`config.mk`:
```
export PLATFORM = sky130hd
export DESIGN_NAME = tlwc_csr
export DESIGN_NICKNAME = d
export VERILOG_FILES = /design/src/rtl/core/tlwc_pkg.sv /design/src/rtl/core/tlwc_csr.sv
export SDC_FILE = /design/constraint.sdc
export NUM_CORES = 1
export LEC_CHECK = 0
export ABC_AREA = 1
export CAP_MARGIN = 30
export CORE_UTILIZATION = 45
export DETAILED_ROUTE_END_ITERATION = 10
export DONT_BUFFER_PORTS = 1
export HOLD_SLACK_MARGIN = 0.03
export PLACE_DENSITY = 0.58
export SLEW_MARGIN = 20
export SYNTH_ARGS = -nofsm -noshare
export SYNTH_HDL_FRONTEND = slang
export SYNTH_SLANG_ARGS = --single-unit
```
`constraint.sdc`:
```
create_clock -name clock -period 1.1 [get_ports clock]
set_input_delay 0.055 -clock clock [delete_from_list [all_inputs] [get_ports clock]]
set_output_delay 0.055 -clock clock [all_outputs]
set_load 0.02 [all_outputs]
```
`src/rtl/core/tlwc_pkg.sv`:
```
// shared types, constants and row helpers for the two-level cache core
package tlwc_pkg;

   localparam int NEAR_SETS = 64;
   localparam int NEAR_WAYS = 4;
   localparam int FAR_SETS  = 256;
   localparam int FAR_WAYS  = 8;
   localparam int TAG_BITS  = 32;
   localparam int NS_BITS   = $clog2(NEAR_SETS);
   localparam int FS_BITS   = $clog2(FAR_SETS);
   localparam int NW_BITS   = $clog2(NEAR_WAYS);
   localparam int FW_BITS   = $clog2(FAR_WAYS);
   localparam int CYC_BITS  = 11;
   localparam int CNT_BITS  = 32;
   localparam int SUM_BITS  = 48;
   localparam int PADDR_BITS = 5;

   localparam logic [2:0] REG_BLK_SHIFT      = 3'd0;
   localparam logic [2:0] REG_WRITE_ALLOCATE = 3'd1;
   localparam logic [2:0] REG_MEM_CYCLES     = 3'd2;
   localparam logic [2:0] REG_L1_CYCLES      = 3'd3;
   localparam logic [2:0] REG_L2_CYCLES      = 3'd4;

   typedef struct packed {
      logic [3:0] blk_shift;
      logic       write_allocate;
      logic [9:0] mem_cycles;
      logic [7:0] l1_cycles;
      logic [7:0] l2_cycles;
   } cfg_type;

   typedef struct packed {
      logic                l1_hit;
      logic                l2_hit;
      logic [CYC_BITS-1:0] cyc;
   } res_type;

   typedef struct packed {
      logic [TAG_BITS-1:0] tag;
      logic                vld;
      logic                dty;
      logic [NW_BITS-1:0]  rank;
   } near_way_type;

   typedef struct packed {
      logic [TAG_BITS-1:0] tag;
      logic                vld;
      logic                dty;
      logic [FW_BITS-1:0]  rank;
   } far_way_type;

   typedef near_way_type [NEAR_WAYS-1:0] near_row_type;
   typedef far_way_type [FAR_WAYS-1:0]   far_row_type;

   typedef struct packed {
      logic               hit;
      logic [NW_BITS-1:0] way;
   } near_sel_type;

   typedef struct packed {
      logic               hit;
      logic [FW_BITS-1:0] way;
   } far_sel_type;

   function automatic near_row_type near_reset_row();
      near_row_type r;
      for (int i = 0; i < NEAR_WAYS; i++) begin
         r[i].tag  = '0;
         r[i].vld  = 1'b0;
         r[i].dty  = 1'b0;
         r[i].rank = NW_BITS'(i);
      end
      return r;
   endfunction

   function automatic far_row_type far_reset_row();
      far_row_type r;
      for (int i = 0; i < FAR_WAYS; i++) begin
         r[i].tag  = '0;
         r[i].vld  = 1'b0;
         r[i].dty  = 1'b0;
         r[i].rank = FW_BITS'(i);
      end
      return r;
   endfunction

   function automatic near_row_type near_touch(near_row_type row, logic [NW_BITS-1:0] w);
      near_row_type r;
      r = row;
      for (int i = 0; i < NEAR_WAYS; i++) begin
         if (row[i].rank < row[w].rank) r[i].rank = row[i].rank + 1'b1;
      end
      r[w].rank = '0;
      return r;
   endfunction

   function automatic far_row_type far_touch(far_row_type row, logic [FW_BITS-1:0] w);
      far_row_type r;
      r = row;
      for (int i = 0; i < FAR_WAYS; i++) begin
         if (row[i].rank < row[w].rank) r[i].rank = row[i].rank + 1'b1;
      end
      r[w].rank = '0;
      return r;
   endfunction

   function automatic near_sel_type near_find(near_row_type row, logic [TAG_BITS-1:0] blk);
      near_sel_type s;
      s = '0;
      for (int i = NEAR_WAYS - 1; i >= 0; i--) begin
         if (row[i].vld && row[i].tag == blk) begin
            s.hit = 1'b1;
            s.way = NW_BITS'(i);
         end
      end
      return s;
   endfunction

   function automatic far_sel_type far_find(far_row_type row, logic [TAG_BITS-1:0] blk);
      far_sel_type s;
      s = '0;
      for (int i = FAR_WAYS - 1; i >= 0; i--) begin
         if (row[i].vld && row[i].tag == blk) begin
            s.hit = 1'b1;
            s.way = FW_BITS'(i);
         end
      end
      return s;
   endfunction

   // lowest invalid way, else the least recent one
   function automatic logic [NW_BITS-1:0] near_pick(near_row_type row);
      logic [NW_BITS-1:0] best;
      logic               got;
      best = '0;
      for (int i = 1; i < NEAR_WAYS; i++) begin
         if (row[i].rank > row[best].rank) best = NW_BITS'(i);
      end
      got = 1'b0;
      for (int i = 0; i < NEAR_WAYS; i++) begin
         if (!got && !row[i].vld) begin
            best = NW_BITS'(i);
            got  = 1'b1;
         end
      end
      return best;
   endfunction

   function automatic logic [FW_BITS-1:0] far_pick(far_row_type row);
      logic [FW_BITS-1:0] best;
      logic               got;
      best = '0;
      for (int i = 1; i < FAR_WAYS; i++) begin
         if (row[i].rank > row[best].rank) best = FW_BITS'(i);
      end
      got = 1'b0;
      for (int i = 0; i < FAR_WAYS; i++) begin
         if (!got && !row[i].vld) begin
            best = FW_BITS'(i);
            got  = 1'b1;
         end
      end
      return best;
   endfunction

   function automatic near_row_type near_inval(near_row_type row, logic [TAG_BITS-1:0] blk);
      near_row_type r;
      near_sel_type s;
      r = row;
      s = near_find(row, blk);
      if (s.hit) begin
         r[s.way].vld = 1'b0;
         r[s.way].dty = 1'b0;
      end
      return r;
   endfunction

endpackage

```
`src/rtl/core/tlwc_csr.sv`:
```
// configuration register block behind the apb-style port
module tlwc_csr (
   input  logic                            clock,
   input  logic                            reset,
   input  logic                            psel,
   input  logic                            penable,
   input  logic                            pwrite,
   input  logic [tlwc_pkg::PADDR_BITS-1:0] paddr,
   input  logic [31:0]                     pwdata,
   output logic [31:0]                     prdata,
   output logic                            pready,
   output tlwc_pkg::cfg_type               cfg
);
   import tlwc_pkg::*;

   cfg_type    cfg_ff, cfg_in;
   logic [2:0] idx;
   logic       wr_en;

   assign idx    = paddr[PADDR_BITS-1:2];
   assign wr_en  = psel && penable && pwrite;
   assign pready = 1'b1;
   assign cfg    = cfg_ff;

   always_comb begin
      cfg_in = cfg_ff;
      if (wr_en) begin
         case (idx)
            REG_BLK_SHIFT:      cfg_in.blk_shift      = pwdata[3:0];
            REG_WRITE_ALLOCATE: cfg_in.write_allocate = pwdata[0];
            REG_MEM_CYCLES:     cfg_in.mem_cycles     = pwdata[9:0];
            REG_L1_CYCLES:      cfg_in.l1_cycles      = pwdata[7:0];
            REG_L2_CYCLES:      cfg_in.l2_cycles      = pwdata[7:0];
            default:            cfg_in = cfg_ff;
         endcase
      end
   end

   always_comb begin
      case (idx)
         REG_BLK_SHIFT:      prdata = {28'd0, cfg_ff.blk_shift};
         REG_WRITE_ALLOCATE: prdata = {31'd0, cfg_ff.write_allocate};
         REG_MEM_CYCLES:     prdata = {22'd0, cfg_ff.mem_cycles};
         REG_L1_CYCLES:      prdata = {24'd0, cfg_ff.l1_cycles};
         REG_L2_CYCLES:      prdata = {24'd0, cfg_ff.l2_cycles};
         default:            prdata = '0;
      endcase
   end

   always_ff @(posedge clock) begin
      if (reset) begin
         cfg_ff.blk_shift      <= 4'd2;
         cfg_ff.write_allocate <= 1'b1;
         cfg_ff.mem_cycles     <= 10'd100;
         cfg_ff.l1_cycles      <= 8'd1;
         cfg_ff.l2_cycles      <= 8'd5;
      end else begin
         cfg_ff <= cfg_in;
      end
   end
endmodule

```
---- After elaboration in Yosys (flattened, before gate mapping) ----
Index checks and enable logic that the tools add are counted.
word-level totals
  flip-flop bits (word level) ............. 31
  input port bits ......................... 42
  logic and storage cells ................. 18
operators by class
  equality and inequality tests ........... 4
  multiplexer cells ....................... 1
  reduce and logical (&&, ||, !) cells .... 8
operator list
  kind                                            count
  case mux 10 bit (5 select lines)                1
  AND reduction 2 bit                             5
  == test 3 x 2 -> 1 bit (second input constant)  2
  == test 3 x 1 -> 1 bit (second input constant)  1
  == test 3 bit (second input constant)           1
  logical NOT 3 bit                               1
  logical AND 1 bit                               2

---- Depth between registers and ports, before layout ----
Gate-level depths: netlist of the first run.
  depth in word-level cells ............... 3
  gate-level depth with buffers ........... 7

---- Worst setup path after synthesis of the first run ----
No wires, ideal clock.
  kind .................................... reg-to-output
  from .................................... register cfg_ff, in the netlist cfg[16]
  to ...................................... output port prdata[0]
  data arrival time ....................... 0.816 ns
  data required time ...................... 1.045 ns
  slack ................................... 0.229 ns
  stages on the path, launching flop included .. 5
  path buffers ............................ 0
  path through ............................ dfxtp_1 -> nand3_1 -> nand2_1 -> inv_1 -> nand3_1
on the way
  word-level cells in the longest chain between the ends .. 1
RTL lines
  what                              RTL line        RTL
  start, declared                   tlwc_csr.sv:16  cfg_type cfg_ff, cfg_in;
  start signal, assigned            tlwc_csr.sv:58  cfg_ff <= cfg_in;
  case mux 10 bit (5 select lines)  tlwc_csr.sv:40  case (idx)
  end, declared                     tlwc_csr.sv:10  output logic [31:0] prdata,
No other way between the ends.

---- Worst setup path after layout of the first run ----
  from .................................... register cfg_ff, in the netlist cfg[12]
  to ...................................... output port prdata[4]
The elaborated chain is that of the path after synthesis.

==> summary.md, run 1 <==
| Metric | Value |
|---|---|
| Status | finished, final reports clean |
| Largest net degree at the start of global routing | 32 |
| Non-filler cells, final | 366 |
| DRT Pass-1 Iters | 4 |
| Clock Skews | 0 ns |
| Post-synthesis xor/xnor area fraction | 0% |
| Internal Pwr Total | 1.68 mW |
| Minimum clock period | 1.03 ns |
| Placed Cells | 346 |
| Post-synthesis simple-gate area fraction | 44.5% |
| H-tree Lvls | 2 |
| Fmax | 968 MHz |
| FF/Latch Area | 629 um^2 |
| Final setup vio count | 0 |
| Post-synthesis cell area | 1750 um^2 |
| Sw frac | 29.1% |
| Hold WC Path Type | input port to flip-flop |
| Compound-cell area share of the yosys netlist | 0.859% |
| Distinct cells, synth | 16 |
| Setup_tns | 0 ns |
| Startpoint types | flip-flop |
| Max-slew violations | 0 |
| Number of global-route vias before repair | 1,503 |
| Most frequent cells in the layout | nand2_1, nor2_1, buf_4, nand3_1, dfxtp_1 |
| Logic pwr share | 14.3% |
| Overall Global Routing Usage | 21.7% |
| Vias per cell | 4.41 |
| Fin util | 58.1% |
| CTS buffer count | 5 |
| Nets | 359 |
| Ys Warns | 0 |
| Dpl hpwl | 2.81 mm |
| Iter 0 DRT Violations | 43 |
| Max FFs per register | 31 |
| CP arrival | 0.98 ns |
| Share of layout cells above drive strength 1 | 18.9% |
| Crit Path Max Fanout | 3 |
| Multi-input logic area | 897 um^2 |
| Element type at the critical path end | output port |
| Count of mapped cells out of synthesis | 273 |
| Mapped Avg Cell Area | 6.40 um^2 |
| Seq/Total Area, Yosys | 35.5% |
| Die width | 64.3 um |
| Area of the core | 3690 um^2 |
| Initial antenna violation count | 0 |
| CP required | 1.04 ns |
| Post-synthesis mux area share | 0% |
| PwrDens | 1100 nW/um^2 |
| Die Y | 64.3 um |
| ANT cells | 0 |
| Skew-Pair Late Insertion Delay | 0.29 ns |
| # IOs | 106 |
| Layout filler cell count | 405 |
| RD Place Congestion | 0.747 |
| Clk slew on worst S/H paths | 0.07 ns |
| CTS root buf | clkbuf_8 |
| Clk buf depth | 2 |
| Max_cap viols | 0 |
| RSZ-0062 raised after global routing | no |
| CTS Sinks | 31 |
| Vias | 1,615 |
| Most common cell after layout, fill and taps aside | nand2_1 |
| Largest family of logic cells by synthesized area | simple AND/OR/NAND/NOR gates |
| WL per Instance | 11.0 um |
| Routed Antenna Nets | 0 |
| Post-route DRC | 0 |
| TritonCTS clock tree | yes |
| Post-CTS Repair Setup Buffers | 0 |
| Total grt overflow | 0 |
| Clock network power share | 37.2% |
| Area Growth Syn to Fin | 22.7% |
| P_sw | 0.687 mW |
| Synth Area in Adders | 0% |
| First-pass GRT wire length | 6.73 mm |
| WS Path Type | flip-flop to output port |
| Final wirelength | 4.03 mm |
| Leak Pwr | 1.07 nW |
| Die area | 4140 um^2 |
| # port buffers | 0 |
| Std-Cell Rows | 22 |
| Period utilisation layout | 93.9% |
| Initial Util | 47.4% |
| Fin. Hold Viols | 0 |
| Max IR drop VDD | 0.985 mV |
| Reg power frac | 48.5% |
| Number of synthesized register bits | 31 |
## cells in the mapped netlist (all sizes together)
cell,count,area share [%]
inv,27,5.8
nand2,85,18
nand3,34,11
nor2,61,15
dfxtp,31,36
conb,2,0.43
clkbuf,2,0.43
o21ai,3,0.86
buf,28,12
## per-layer routing
layer	global-route usage [%]	vias to the layer above	routed length, um	part of all wire, %
met3	5.00	7	240	5.9
met1	25.7	687	1820	45
li1	-	870	-	-
met4	10.0	0	74	1.8
met2	36.7	51	1900	47
met5	0	-	0	0
## path summary, 6_finish.rpt
check	startpoint	endpoint	slack (ns)	cells past startpoint
hold / removal	pwdata[3]	cfg[11]	0.03	4
setup reg to reg	cfg[17]	cfg[17]	0.38	3
setup / recovery	cfg[12]	prdata[4]	0.07	2
hold reg to reg	cfg[2]	cfg[2]	0.48	2
## logic make-up after synthesis
kind of cell,count (synthesis)
simple gates,180
buf+inv,57
flops,31
compound gates,3
other cells,2
## through the flow
| step | cell area (um^2) | setup slack [ns] | total power [mW] | hold slack, ns |
|---|---|---|---|---|
| floorplan | 1830 | 0.229 | 1.48 | 0.181 |
| global placement | 1920 | 0.145 | 1.47 | 0.184 |
| detailed placement | 1920 | 0.130 | 1.47 | 0.188 |
| CTS | 2120 | 0.0181 | 2.38 | 0.0318 |
| global route | 2140 | 0.00704 | 2.48 | 0.0437 |
| finish | 2140 | 0.0670 | 2.37 | 0.0340 |
## power by group through the flow
stage | clock [mW] | sequential, mW | combinational, mW
floorplan | 0 | 1.19 | 0.287
global placement | 0 | 1.17 | 0.296
detailed placement | 0 | 1.18 | 0.297
CTS | 0.900 | 1.15 | 0.334
global route | 0.956 | 1.15 | 0.371
finish | 0.881 | 1.15 | 0.337
## area by class of cell
type | instances | share of cell area, %
Clock buffer | 7 | 3.56
Clock inverter | 1 | 0.233
Inverter | 27 | 4.73
Multi-Input combinational cell | 206 | 41.8
Sequential cell | 31 | 29.3
Tap cell | 48 | 2.80
Timing Repair Buffer | 46 | 17.5
## critical path, cell delays in order (launching register included)
cell and delay [ns]:
dfxtp_2 0.40, nand2_1 0.07, nand3_1 0.22
## repair_timing
action | 4_1_cts | 5_1_grt
hold buffers | 12 | 0
endpoints found under the setup margin | 4 | 6
gates resized for setup | 5 | 6
hold endpoints to repair | 23 | 0
Note: power is estimated with default switching activity, not from simulation.
==> inputs of run 2 (changes only) <==
--- a/config.mk
+++ b/config.mk
@@ -6,12 +6,12 @@
 export NUM_CORES = 1
 export LEC_CHECK = 0
 export ABC_AREA = 1
-export CAP_MARGIN = 30
-export CORE_UTILIZATION = 45
+export CAP_MARGIN = 20
+export CORE_UTILIZATION = 38
 export DETAILED_ROUTE_END_ITERATION = 10
 export DONT_BUFFER_PORTS = 1
 export HOLD_SLACK_MARGIN = 0.03
-export PLACE_DENSITY = 0.58
+export PLACE_DENSITY = 0.5
 export SLEW_MARGIN = 20
 export SYNTH_ARGS = -nofsm -noshare
 export SYNTH_HDL_FRONTEND = slang
==> run 2 against run 1 <==
Net effect:
- power is 12% higher
- cell area is 2.4% higher
- register-to-register slack hardly changed
- critical path type unchanged
- clock skew stayed put
- clock power is 32% higher
- sequential cell count stayed put
- global-route usage is 3.9 points lower
- critical path depth stayed put
- die area is 18% higher
- hold slack better by 0.0088 ns
- utilization is 8.1 points lower
==> summary.md, run 2 (synthesis results as in run 1) <==
| Metric | Value |
|---|---|
| Status | finished, final reports clean |
| Final wirelength | 4.13 mm (+2.3%) |
| Hold WC Path Type | input port to flip-flop |
| TritonCTS clock tree | yes |
| Clock network power share | 43.8% (+6.6 points) |
| R2R cell count | 3 (unchanged) |
| # port buffers | 0 (unchanged) |
| DRT Pass-1 Iters | 4 (unchanged) |
| Logic pwr share | 12.9% (-1.4 points) |
| CTS Sinks | 31 (unchanged) |
| Crit Path Max Fanout | 3 (unchanged) |
| Period utilisation layout | 94.4% (+0.44 points) |
| Clock Skews | 0 ns (unchanged) |
| Placed Cells | 351 (+1.4%) |
| Total grt overflow | 0 (unchanged) |
| RD Place Congestion | 0.744 (-0.37%) |
| Clk buf depth | 2 (unchanged) |
| Post-CTS Repair Setup Buffers | 0 (unchanged) |
| CP required | 1.04 ns (about the same) |
| Largest net degree at the start of global routing | 32 (unchanged) |
| Startpoint types | flip-flop |
| Leak Pwr | 1.09 nW (+2.1%) |
| PwrDens | 1210 nW/um^2 (+9.5%) |
| Die width | 69.8 um (+8.5%) |
| CTS buffer count | 5 (unchanged) |
| WS Path Type | flip-flop to output port |
| Reg power frac | 43.3% (-5.2 points) |
| Reg-to-reg critical path endpoint | cfg[26] |
| Fin util | 50.1% (-8.1 points) |
| Area Growth Syn to Fin | 25.6% |
| Nets | 359 (unchanged) |
| Setup_tns | 0 ns (unchanged) |
| Internal Pwr Total | 1.97 mW (+18%) |
| Slowest cell on crit path | dfxtp_2 |
| Die Y | 69.8 um (+8.5%) |
| Std-Cell Rows | 24 (+9.1%) |
| Worst flop-to-flop path startpoint | cfg[26] |
| Max-slew violations | 0 (unchanged) |
| Final setup vio count | 0 (unchanged) |
| Worst R2R Setup Slack | 0.37 ns (about the same) |
| Initial Util | 39.9% (-7.5 points) |
| Vias per cell | 4.39 (-0.41%) |
| Max FFs per register | 31 (unchanged) |
| Most frequent cells in the layout | nand2_1, nor2_1, buf_4, nand3_1, dfxtp_1 |
| Area of the core | 4380 um^2 (+19%) |
| Die area | 4870 um^2 (+18%) |
| Initial antenna violation count | 0 (unchanged) |
| Hold Path Depth | 4 (unchanged) |
| Design area | 2200 um^2 (+2.4%) |
| Hold endpoint | cfg[19] |
| CTS root buf | clkbuf_8 |
| First-pass GRT wire length | 6.74 mm (+0.21%) |
| CP cell instances | nand2_1 > nand3_1 |
| Element type at the critical path end | output port |
| Routed Antenna Nets | 0 (unchanged) |
| Iter 0 DRT Violations | 47 (+9.3%) |
| Pre-CTS worst setup slack | 0.139 ns (+0.00904 ns) |
| CP arrival | 0.98 ns (about the same) |
| Fin. Hold Viols | 0 (unchanged) |
| Post-route DRC | 0 (unchanged) |
| Vias | 1,626 (+0.68%) |
| Sw frac | 25.6% (-3.4 points) |
| Overall Global Routing Usage | 17.8% (-3.9 points) |
| Non-filler cells, final | 370 (+1.1%) |
| RSZ-0062 raised after global routing | no |
| Dpl hpwl | 2.92 mm (+4.0%) |
| Number of global-route vias before repair | 1,436 (-4.5%) |
| Setup ws final | 0.0621 ns (-0.00489 ns) |
| Pwr Total | 2.65 mW (+12%) |
| Fmax | 964 MHz (-0.47%) |
| Skew-Pair Late Insertion Delay | 0.28 ns (about the same) |
| H-tree Lvls | 2 (unchanged) |
| Crit path buf inv count | 0 (unchanged) |
| HP Start | paddr[4] |
| CP delay by family, top | flip-flops |
| ANT cells | 0 (unchanged) |
| Placed cell areas | 1950 um^2 (+2.0%) |
| P_sw | 0.679 mW (-1.1%) |
| Max IR drop VDD | 0.727 mV (-26%) |
| Final hold slack | 0.0428 ns (+0.00884 ns) |
| CP max stage delay | 0.40 ns (about the same) |
| Minimum clock period | 1.04 ns (+0.00489 ns) |
| Most common cell after layout, fill and taps aside | nand2_1 |
| Clk slew on worst S/H paths | 0.06 ns (about the same) |
| WL per Instance | 11.2 um (+1.2%) |
| Max_cap viols | 0 (unchanged) |
| # IOs | 106 (unchanged) |
| Share of layout cells above drive strength 1 | 18.6% (-0.31 points) |
## run 2: cell types whose count changed in the layout (fill, tap and decap cells not counted), sizes merged
cell	change
dlygate4sd3	-1
bufinv	+1
buf	+1
clkbuf	-1
## run 2: worst reg2reg max path, stage by stage, from the launching register on
cell     delay (ns)
dfxtp_1        0.31
buf_4          0.15
o21ai_0        0.07
nand3_1        0.08
## run 2: power groups by stage
stage               Sequential (mW)  Combinational [mW]  Clock, mW
floorplan                      1.19               0.287          0
global placement               1.17               0.307          0
detailed placement             1.17               0.307          0
CTS                            1.15               0.341       1.19
global route                   1.15               0.376       1.23
finish                         1.15               0.343       1.16
## run 2: final cells by class
class	instances	area, um^2
clock inverters	2	35.0
multi-input cells	206	890
repair buffers	46	398
well taps	52	65.1
fillers	489	2190
clock buffers	6	82.6
inverters	27	101
flip-flops and latches	31	624
## run 2: worst max-delay path by stage
| stage | startpoint | endpoint | slack (ns) | cells past startpoint |
|---|---|---|---|---|
| global placement | paddr[4] | prdata[2] | 0.12 | 7 |
| finish | cfg[12] | prdata[4] | 0.06 | 2 |
| CTS | cfg[16] | prdata[0] | 0.008 | 4 |
| floorplan | cfg[16] | prdata[0] | 0.23 | 4 |
| global route | cfg[8] | prdata[0] | 0.01 | 4 |
| detailed placement | paddr[4] | prdata[1] | 0.14 | 7 |
## run 2: timing repair
action / 4_1_cts / 5_1_grt
pin swaps: 0 / 0
gates resized for setup: 3 / 3
hold buffers: 11 / 0
endpoints found under the setup margin: 3 / 3
endpoints found under the hold margin: 20 / 0
## run 2: metal layers
layer | GRT usage (%) | routed length, um
met1 | 23.0 | 1960
met2 | 28.4 | 1890
met3 | 4.36 | 227
met4 | 6.67 | 54
met5 | 0 | 0
